### src/rtl/edh_pkg.sv
// edh_pkg: constants (including the hash multiplier) and types for the edge dedup hash table.
// No dependencies.
`default_nettype none
package edh_pkg;
    localparam int ADDR_BITS_DEF   = 9;
    localparam int VERTEX_BITS_DEF = 16;
    localparam logic [31:0] HASH_MULT = 32'd49157;

    localparam logic [1:0] FUNC_CLEAR  = 2'd0;
    localparam logic [1:0] FUNC_INSERT = 2'd1;
    localparam logic [1:0] FUNC_READ   = 2'd2;

    typedef struct packed {
        logic [1:0]  func;
        logic [31:0] key;
        logic [15:0] index;
    } cmd_t;
endpackage
`default_nettype wire

### src/rtl/edh_front.sv
// edh_front: accepts items, builds the ordered key, hashes it over two stages.
// Depends on edh_pkg.
`default_nettype none
module edh_front import edh_pkg::*; #(
    parameter int ADDR_BITS   = ADDR_BITS_DEF,
    parameter int VERTEX_BITS = VERTEX_BITS_DEF
) (
    input  wire logic        clk,
    input  wire logic        rst_n,
    input  wire logic        push,
    output logic             full,
    input  wire logic [1:0]  func,
    input  wire logic [15:0] vert_a,
    input  wire logic [15:0] vert_b,
    input  wire logic [8:0]  slot_index,
    output logic             q_valid,
    output cmd_t             q_cmd,
    input  wire logic        q_ready
);
    // stage 1: key and pre-sum; stage 2: multiply
    logic        s1_valid_reg;
    cmd_t        s1_cmd_reg;
    logic [31:0] s1_sum_reg;
    logic        s2_valid_reg;
    cmd_t        s2_cmd_reg;
    logic [VERTEX_BITS-1:0] a_m, b_m, lo, hi;
    logic [31:0] key;
    logic [31:0] prod;
    logic        adv2, adv1;

    assign a_m = vert_a[VERTEX_BITS-1:0];
    assign b_m = vert_b[VERTEX_BITS-1:0];
    assign lo  = (a_m < b_m) ? a_m : b_m;
    assign hi  = (a_m < b_m) ? b_m : a_m;
    assign key = {16'(lo), 16'(hi)};
    assign prod = s1_sum_reg * HASH_MULT;

    assign adv2 = !s2_valid_reg || q_ready;
    assign adv1 = !s1_valid_reg || adv2;
    assign full = !adv1;
    assign q_valid = s2_valid_reg;
    assign q_cmd = s2_cmd_reg;

    always_ff @(posedge clk or negedge rst_n)
    begin
        if (!rst_n)
        begin
            s1_valid_reg <= 1'b0;
            s2_valid_reg <= 1'b0;
        end
        else
        begin
            if (adv1)
            begin
                s1_valid_reg <= push;
            end
            if (adv2)
            begin
                s2_valid_reg <= s1_valid_reg;
            end
        end
    end

    always_ff @(posedge clk)
    begin
        if (adv1)
        begin
            s1_cmd_reg.func <= func;
            s1_cmd_reg.key <= key;
            s1_cmd_reg.index <= 16'(slot_index);
            s1_sum_reg <= key + {key[23:0], 8'd0};
        end
        if (adv2)
        begin
            s2_cmd_reg <= s1_cmd_reg;
            if (s1_cmd_reg.func == FUNC_INSERT)
            begin
                s2_cmd_reg.index <= 16'(prod[ADDR_BITS-1:0]);
            end
        end
    end
endmodule
`default_nettype wire

### config.mk
export PLATFORM = sky130hd
export DESIGN_NAME = edh_front
export DESIGN_NICKNAME = d
export VERILOG_FILES = /design/src/rtl/edh_pkg.sv /design/src/rtl/edh_front.sv
export SDC_FILE = /design/constraint.sdc
export NUM_CORES = 1
export LEC_CHECK = 0
export BUFFER_PORTS_ARGS = -buffer_cell sky130_fd_sc_hd__buf_4
export CORE_ASPECT_RATIO = 0.8
export CORE_MARGIN = 3
export CORE_UTILIZATION = 50
export CTS_BUF_LIST = sky130_fd_sc_hd__clkbuf_4 sky130_fd_sc_hd__clkbuf_8
export DETAILED_ROUTE_END_ITERATION = 6
export PLACE_DENSITY = 0.75
export SYNTH_ARGS = -nofsm -noshare
export SYNTH_HDL_FRONTEND = slang
export SYNTH_SLANG_ARGS = --single-unit
### constraint.sdc
create_clock -name clk -period 7.1 [get_ports clk]
set_clock_uncertainty 0.1 [all_clocks]
set_input_delay 1.42 -clock clk [delete_from_list [all_inputs] [get_ports clk]]
set_output_delay 1.42 -clock clk [all_outputs]
set_load 0.005 [all_outputs]
==> impl_metrics.py, run 1 <==
metrics = {
    "synthesis": {
        "syn_area_sq_mm": 0.00413,
        "ys_ff_latch": 89,
        "yosys_warnings": 0,
        "synth.avg_cell_area_sq_um": 16.5,
        "ys_seq_area_share_pct": 64.4,
        "netlist_instances": 250,
        "ys_types": 29,
    },
    "critical_path": {
        "r2r_setup_slack_ns": 4.54,
        "worstPathArrival_ns": 3.54,
        "start_kind": "input pin",
        "worstPathRequired_ns": 7.10,
        "critPathKind": "input pin to register",
        "crit_path_max_fanout": 33,
        "end_kind": "register",
        "max_stage_delay_ns": 0.50,
        "cp_cell_sequence": "buf_4 > inv_1 > ha_1 > and4_1 > o211ai_1 > or4_4 > nand3_4 > mux2_1",
        "critPathTopFamily": "simple AND/OR/NAND/NOR gates",
        "crit_buf_inv": 2,
        "critPathSlowestCell": "nand3_4",
    },
    "clocking": {
        "cts_root_buf": "clkbuf_8",
        "clkTransAtPathRegs_ns": 0.09,
        "numCtsBuffers": 9,
        "cts_hold_buf": 0,
        "clkSinkCount": 89,
        "cts.path.max_buffers": 2,
        "clock_latency_ns": 0.35,
        "cts_resized": 0,
        "cts_tree": "yes",
        "htreeDepth": 3,
        "postCtsSetupRepairBufs": 0,
    },
    "timing": {
        "rsz0062_at_grt": "false",
        "tightest_slew_ns": 1.07,
        "finalMaxSlewViolations": 0,
        "relSlewSlack_pct": 28.5,
        "min_period_ns": 3.54,
        "fin_crit_sh_pct": 49.9,
        "finalHoldViolCount": 0,
        "finalSetupViolations": 0,
        "fin_tns_setup_ns": 0,
        "layout_setup_ws_ns": 3.56,
        "fmax_mhz": 282,
    },
    "final_layout": {
        "area_growth_pct": 22.6,
        "antenna_cells": 0,
        "drive_gt1_share_pct": 39.9,
        "seq_area_sq_mm": 0.00266,
        "finalInstanceArea_sq_mm": 0.00507,
        "layout.cells.non_filler": 461,
        "multi_input_area_sq_mm": 0.00131,
        "fillCellCount": 626,
        "nNetsFinal": 429,
    },
    "drt": {
        "drc": 0,
        "firstDrtPassIters": 4,
        "vias": 2164,
        "vias_per_cell": 4.69,
        "wl_mm": 6.83,
        "final_antenna_net_count": 0,
        "first_iter_violations": 66,
        "wire_per_inst_um": 14.8,
    },
    "place": {
        "dpl.hpwl_mm": 5.10,
        "portBuffers": 91,
        "routabilityCongestion": 0.789,
        "place_inst": 445,
        "placed_cell_area_sq_mm": 0.00487,
        "dp_slack_ns": 3.19,
    },
    "die": {
        "core_area_sq_mm": 0.00798,
        "io_pins": 99,
        "start_util_pct": 51.8,
        "row_count": 29,
        "fp.dieH_um": 87.3,
        "design.die.area_sq_mm": 0.00940,
        "chipWidth_um": 108,
    },
    "grt": {
        "grt_max_degree": 46,
        "grt_use_total_pct": 15.2,
        "overflow": 0,
        "grt_pass1_wl_mm": 10.7,
        "grt_pass1_vias": 2239,
        "antenna_found_initial": 0,
    },
    "pwr": {
        "finalPower_w": 0.00126,
        "vdd_drop_max_mv": 0.103,
        "power_density_mw_per_mm2": 249,
        "leakagePower_nw": 2.24,
    },
    "min_path": {
        "hold_path.class": "register to register",
    },
    "job": {
        "maxCapViolations": 0,
    },
    "outcome": {
        "outcome": "completed",
    },
}
[worst register-to-register path: stages, from the launching register on]
cell,delay (ns)
edfxtp_1,0.45
ha_1,0.32
ha_1,0.27
ha_1,0.29
ha_1,0.30
a21o_1,0.19
a21oi_1,0.17
xnor2_1,0.15
o21ai_1,0.07
[metal layers]
| metal | GRT usage, % | up-vias | wire length (um) |
|---|---|---|---|
| li1 | - | 1098 | - |
| met1 | 18.7 | 996 | 2990 |
| met2 | 26.0 | 56 | 3420 |
| met3 | 3.85 | 14 | 268 |
| met4 | 5.73 | 0 | 148 |
| met5 | 0 | - | 0 |
[Yosys cell counts]
master     number  area share [%]
nand3_4         1            0.42
edfxtp_1       87              63
o21a_1          1            0.18
o211ai_1        1            0.18
o21ai_0         4            0.48
or4_4           1            0.27
a21oi_1         8            0.97
clkbuf_1        1           0.091
nand2b_1        5            0.76
mux2_4         29              11
buf_12          3             1.5
xnor2_1         6             1.3
mux2_1          3            0.82
o21ai_1         2            0.24
fa_1            1            0.48
xor2_1          2            0.42
conb_1          1           0.091
inv_1          19             1.7
a21o_1          1            0.18
mux2i_1         1            0.24
dfrtp_1         2             1.2
nand3b_1        1            0.18
nor2b_1         1            0.15
buf_4           7             1.3
ha_1           33              10
nand2_1        25             2.3
nand3_1         1            0.12
a2111oi_2       1            0.36
and4_1          2            0.42
[cell type report]
cell class	count	area share, %
flip-flops and latches	89	52.5
clock inverters	6	1.33
inverters	19	1.41
multi-input cells	137	25.8
repair buffers	92	13.6
well taps	108	2.67
clock buffers	10	2.59
[power breakdown]
| group | total, W | internal, W | switching, W | leakage (nW) |
|---|---|---|---|---|
| Clock | 0.000343 | 0.000168 | 0.000175 | 0.0963 |
| Sequential | 0.000680 | 0.000659 | 0.0000215 | 0.901 |
| Combinational | 0.000237 | 0.000132 | 0.000105 | 1.24 |
| Total | 0.00126 | 0.000958 | 0.000301 | 2.24 |
[worst paths after layout]
kind | from | end | depth (start not counted)
min | s1_cmd_reg[33] | q_cmd[33] | 0
max reg2reg | s1_cmd_reg[20] | q_cmd[8] | 8
max in group asynchronous | rst_n | q_valid | 1
min reg2reg | s1_cmd_reg[33] | q_cmd[33] | 0
max | vert_b[13] | s1_cmd_reg[47] | 8
min in group asynchronous | rst_n | s1_valid_reg | 1
[per-stage QoR]
| step | hold slack, ns | utilization [%] |
|---|---|---|
| after global routing | 0.330 | 63.5 |
| final | 0.320 | 63.5 |
| after floorplan | 0.300 | - |
| after detailed placement | 0.305 | 61.0 |
| after CTS | 0.323 | 63.5 |
| after global placement | 0.301 | 61.0 |
[cell families (layout without fill, tap and decap cells)]
logic type,count (synthesis),count (layout),share of synthesized area [%]
AOI/OAI and AO/OA,18,18,2.60
xor gates and xnor gates,8,8,1.69
buffers and inverters,30,127,4.54
other,1,7,0.0907
adders and majority gates,34,34,10.5
and+or+nand+nor,37,37,4.60
muxes,33,33,11.6
DFF,89,89,64.4
[cells in the final DEF (no fill, tap or decap), types with 2 or more instances in the layout]
cell / instances
clkinvlp_4: 2
xor2_1: 2
mux2_4: 29
buf_4: 92
nand2b_1: 4
conb_1: 7
xnor2_1: 6
nand2_1: 25
dfrtp_1: 2
ha_1: 33
o21ai_1: 2
mux2_1: 3
a21oi_1: 8
o21ai_0: 4
clkbuf_8: 9
and4_1: 2
edfxtp_1: 87
inv_1: 19
Power figures use the tool's default switching activity.
==> run 2: changes to the inputs <==
==> constraint.sdc (replaced) <==
create_clock -name clk -period 3.6 [get_ports clk]
set_clock_uncertainty 0.1 [all_clocks]
set_input_delay 0.72 -clock clk [delete_from_list [all_inputs] [get_ports clk]]
set_output_delay 0.72 -clock clk [all_outputs]
set_load 0.005 [all_outputs]
==> run 2 against run 1 <==
  * Combinational power rose by 100%
  * Critical path depth increased by 1
  * First-iteration DRC count grew 15%
  * Cell area grew 1.5%
  * Utilization increased by 0.92 points
  * Non-clock buffer count rose by 2
  * Worst setup slack worse by 2.8 ns
  * Routed wire length is 2.8% higher
  * Sequential power increased by 97%
  * Sequential cell count unchanged
  * Critical endpoint is now s1_cmd_reg[29]
  * Largest cell class unchanged
==> impl_metrics.py, run 2 (synthesized netlist as in run 1, its figures left out) <==
metrics = {
    "outcome": {
        "outcome": "completed",
    },
    "die": {
        "row_count": 29,
        "start_util_pct": 51.8,
        "design.die.area_sq_mm": 0.00940,
        "core_area_sq_mm": 0.00798,
        "fp.dieH_um": 87.3,
        "chipWidth_um": 108,
        "io_pins": 99,
    },
    "critical_path": {
        "cp_cell_sequence": "buf_4 > inv_1 > ha_1 > and4_1 > o211ai_1 > or4_4 > nand3_4 > buf_12 > mux2_4",
        "worstPathArrival_ns": 2.80,
        "crit_buf_inv": 3,
        "timing.rr.end": "q_cmd[8]",
        "r2r_cells": 8,
        "r2r_start": "s1_cmd_reg[20]",
        "max_stage_delay_ns": 0.44,
        "start_kind": "input pin",
        "crit_path_max_fanout": 19,
        "worstPathRequired_ns": 3.60,
        "critPathSlowestCell": "or4_4",
        "end_kind": "register",
        "r2r_setup_slack_ns": 1.04,
        "critPathKind": "input pin to register",
        "critPathTopFamily": "simple AND/OR/NAND/NOR gates",
    },
    "drt": {
        "vias": 2221,
        "final_antenna_net_count": 0,
        "firstDrtPassIters": 4,
        "wl_mm": 7.02,
        "wire_per_inst_um": 15.2,
        "vias_per_cell": 4.80,
        "first_iter_violations": 76,
        "drc": 0,
    },
    "min_path": {
        "hold-path-endpoint": "q_cmd[38]",
        "holdCritStartpoint": "s1_cmd_reg[38]",
        "min_path_cells": 0,
        "hold_path.class": "register to register",
    },
    "pwr": {
        "finalPower_w": 0.00263,
        "vdd_drop_max_mv": 0.256,
        "power_density_mw_per_mm2": 511,
        "leakagePower_nw": 2.27,
    },
    "clocking": {
        "htreeDepth": 3,
        "cts_tree": "yes",
        "cts_root_buf": "clkbuf_8",
        "clkSinkCount": 89,
        "cts_hold_buf": 0,
        "clock_latency_ns": 0.35,
        "clkTransAtPathRegs_ns": 0.09,
        "cts.path.max_buffers": 2,
        "numCtsBuffers": 9,
        "postCtsSetupRepairBufs": 0,
        "cts_resized": 0,
    },
    "timing": {
        "finalHoldViolCount": 0,
        "min_period_ns": 2.80,
        "relSlewSlack_pct": 28.0,
        "finalSetupViolations": 0,
        "tightest_slew_ns": 1.08,
        "layout_setup_ws_ns": 0.795,
        "fin_tns_setup_ns": 0,
        "rsz0062_at_grt": "false",
        "finalMaxSlewViolations": 0,
        "fmax_mhz": 357,
        "fin_crit_sh_pct": 77.9,
    },
    "final_layout": {
        "layout.cells.most_common": "buf_4",
        "layout.cells.non_filler": 463,
        "nNetsFinal": 431,
        "drive_gt1_share_pct": 40.0,
        "antenna_cells": 0,
        "final_cell_mix": "92 x buf_4, 87 x edfxtp_1, 33 x ha_1",
        "area_growth_pct": 24.4,
    },
    "grt": {
        "grt_pass1_wl_mm": 11.0,
        "antenna_found_initial": 0,
        "grt_use_total_pct": 15.7,
        "grt_pass1_vias": 2224,
        "grt_max_degree": 46,
        "overflow": 0,
    },
    "place": {
        "dp_slack_ns": 0.402,
        "place_inst": 446,
        "dpl.hpwl_mm": 5.09,
        "routabilityCongestion": 0.763,
        "portBuffers": 91,
    },
    "job": {
        "maxCapViolations": 0,
    },
}
-- run 2: cell count changes in the layout (fill, tap and decap cells not counted) --
cell / previous run / this run
bufinv_16: 1 / 3
buf_12: 0 / 1
clkbuf_4: 1 / 0
dlygate4sd3_1: 0 / 1
inv_6: 1 / 0
-- run 2: worst max path at each step --
stage,startpoint,to,slack [ns],depth (start not counted)
2_1_floorplan,q_ready,full,0.66,2
3_3_place_gp,vert_a[13],s1_cmd_reg[42],0.46,8
3_5_place_dp,vert_b[13],s1_cmd_reg[43],0.40,9
4_1_cts,vert_b[13],s1_cmd_reg[29],0.79,9
5_1_grt,vert_b[13],s1_cmd_reg[24],0.72,9
6_report,vert_b[13],s1_cmd_reg[29],0.80,9
-- run 2: cell type report --
cell class | count | area (sq um)
Clock buffer | 9 | 124
Clock inverter | 7 | 119
Fill cell | 604 | 2840
Inverter | 19 | 71.3
Multi-Input combinational cell | 137 | 1310
Sequential cell | 89 | 2660
Tap cell | 108 | 135
Timing Repair Buffer | 94 | 721
-- run 2: through the flow --
stage          utilization [%]  hold slack (ns)  instance area [sq um]
2_1_floorplan                -            0.300                   4160
5_1_grt                   64.4            0.325                   5140
4_1_cts                   64.3           0.0112                   5130
3_3_place_gp              61.2            0.304                   4890
6_report                  64.4            0.317                   5140
3_5_place_dp              61.2            0.305                   4890
-- run 2: where the power goes --
part	internal (W)	leakage [nW]	switching (W)	total, W
clock	0.000461	0.115	0.000348	0.000808
combinational	0.000263	1.25	0.000210	0.000473
sequential	0.00130	0.901	0.0000448	0.00134
total	0.00202	2.27	0.000602	0.00263
-- run 2: per-layer routing --
metal / global-route usage [%] / up-vias / share of wire (%)
li1: - / 1103 / -
met1: 19.1 / 1053 / 43
met2: 26.5 / 58 / 51
met3: 4.82 / 7 / 4.6
met4: 5.96 / 0 / 1.3
met5: 0 / - / 0
-- run 2: worst reg2reg max path, cell delays in order (launching register included) --
cell      delay, ns
edfxtp_1       0.45
ha_1           0.32
ha_1           0.27
ha_1           0.30
ha_1           0.30
a21o_1         0.18
a21oi_1        0.17
xnor2_1        0.15
o21ai_1        0.07
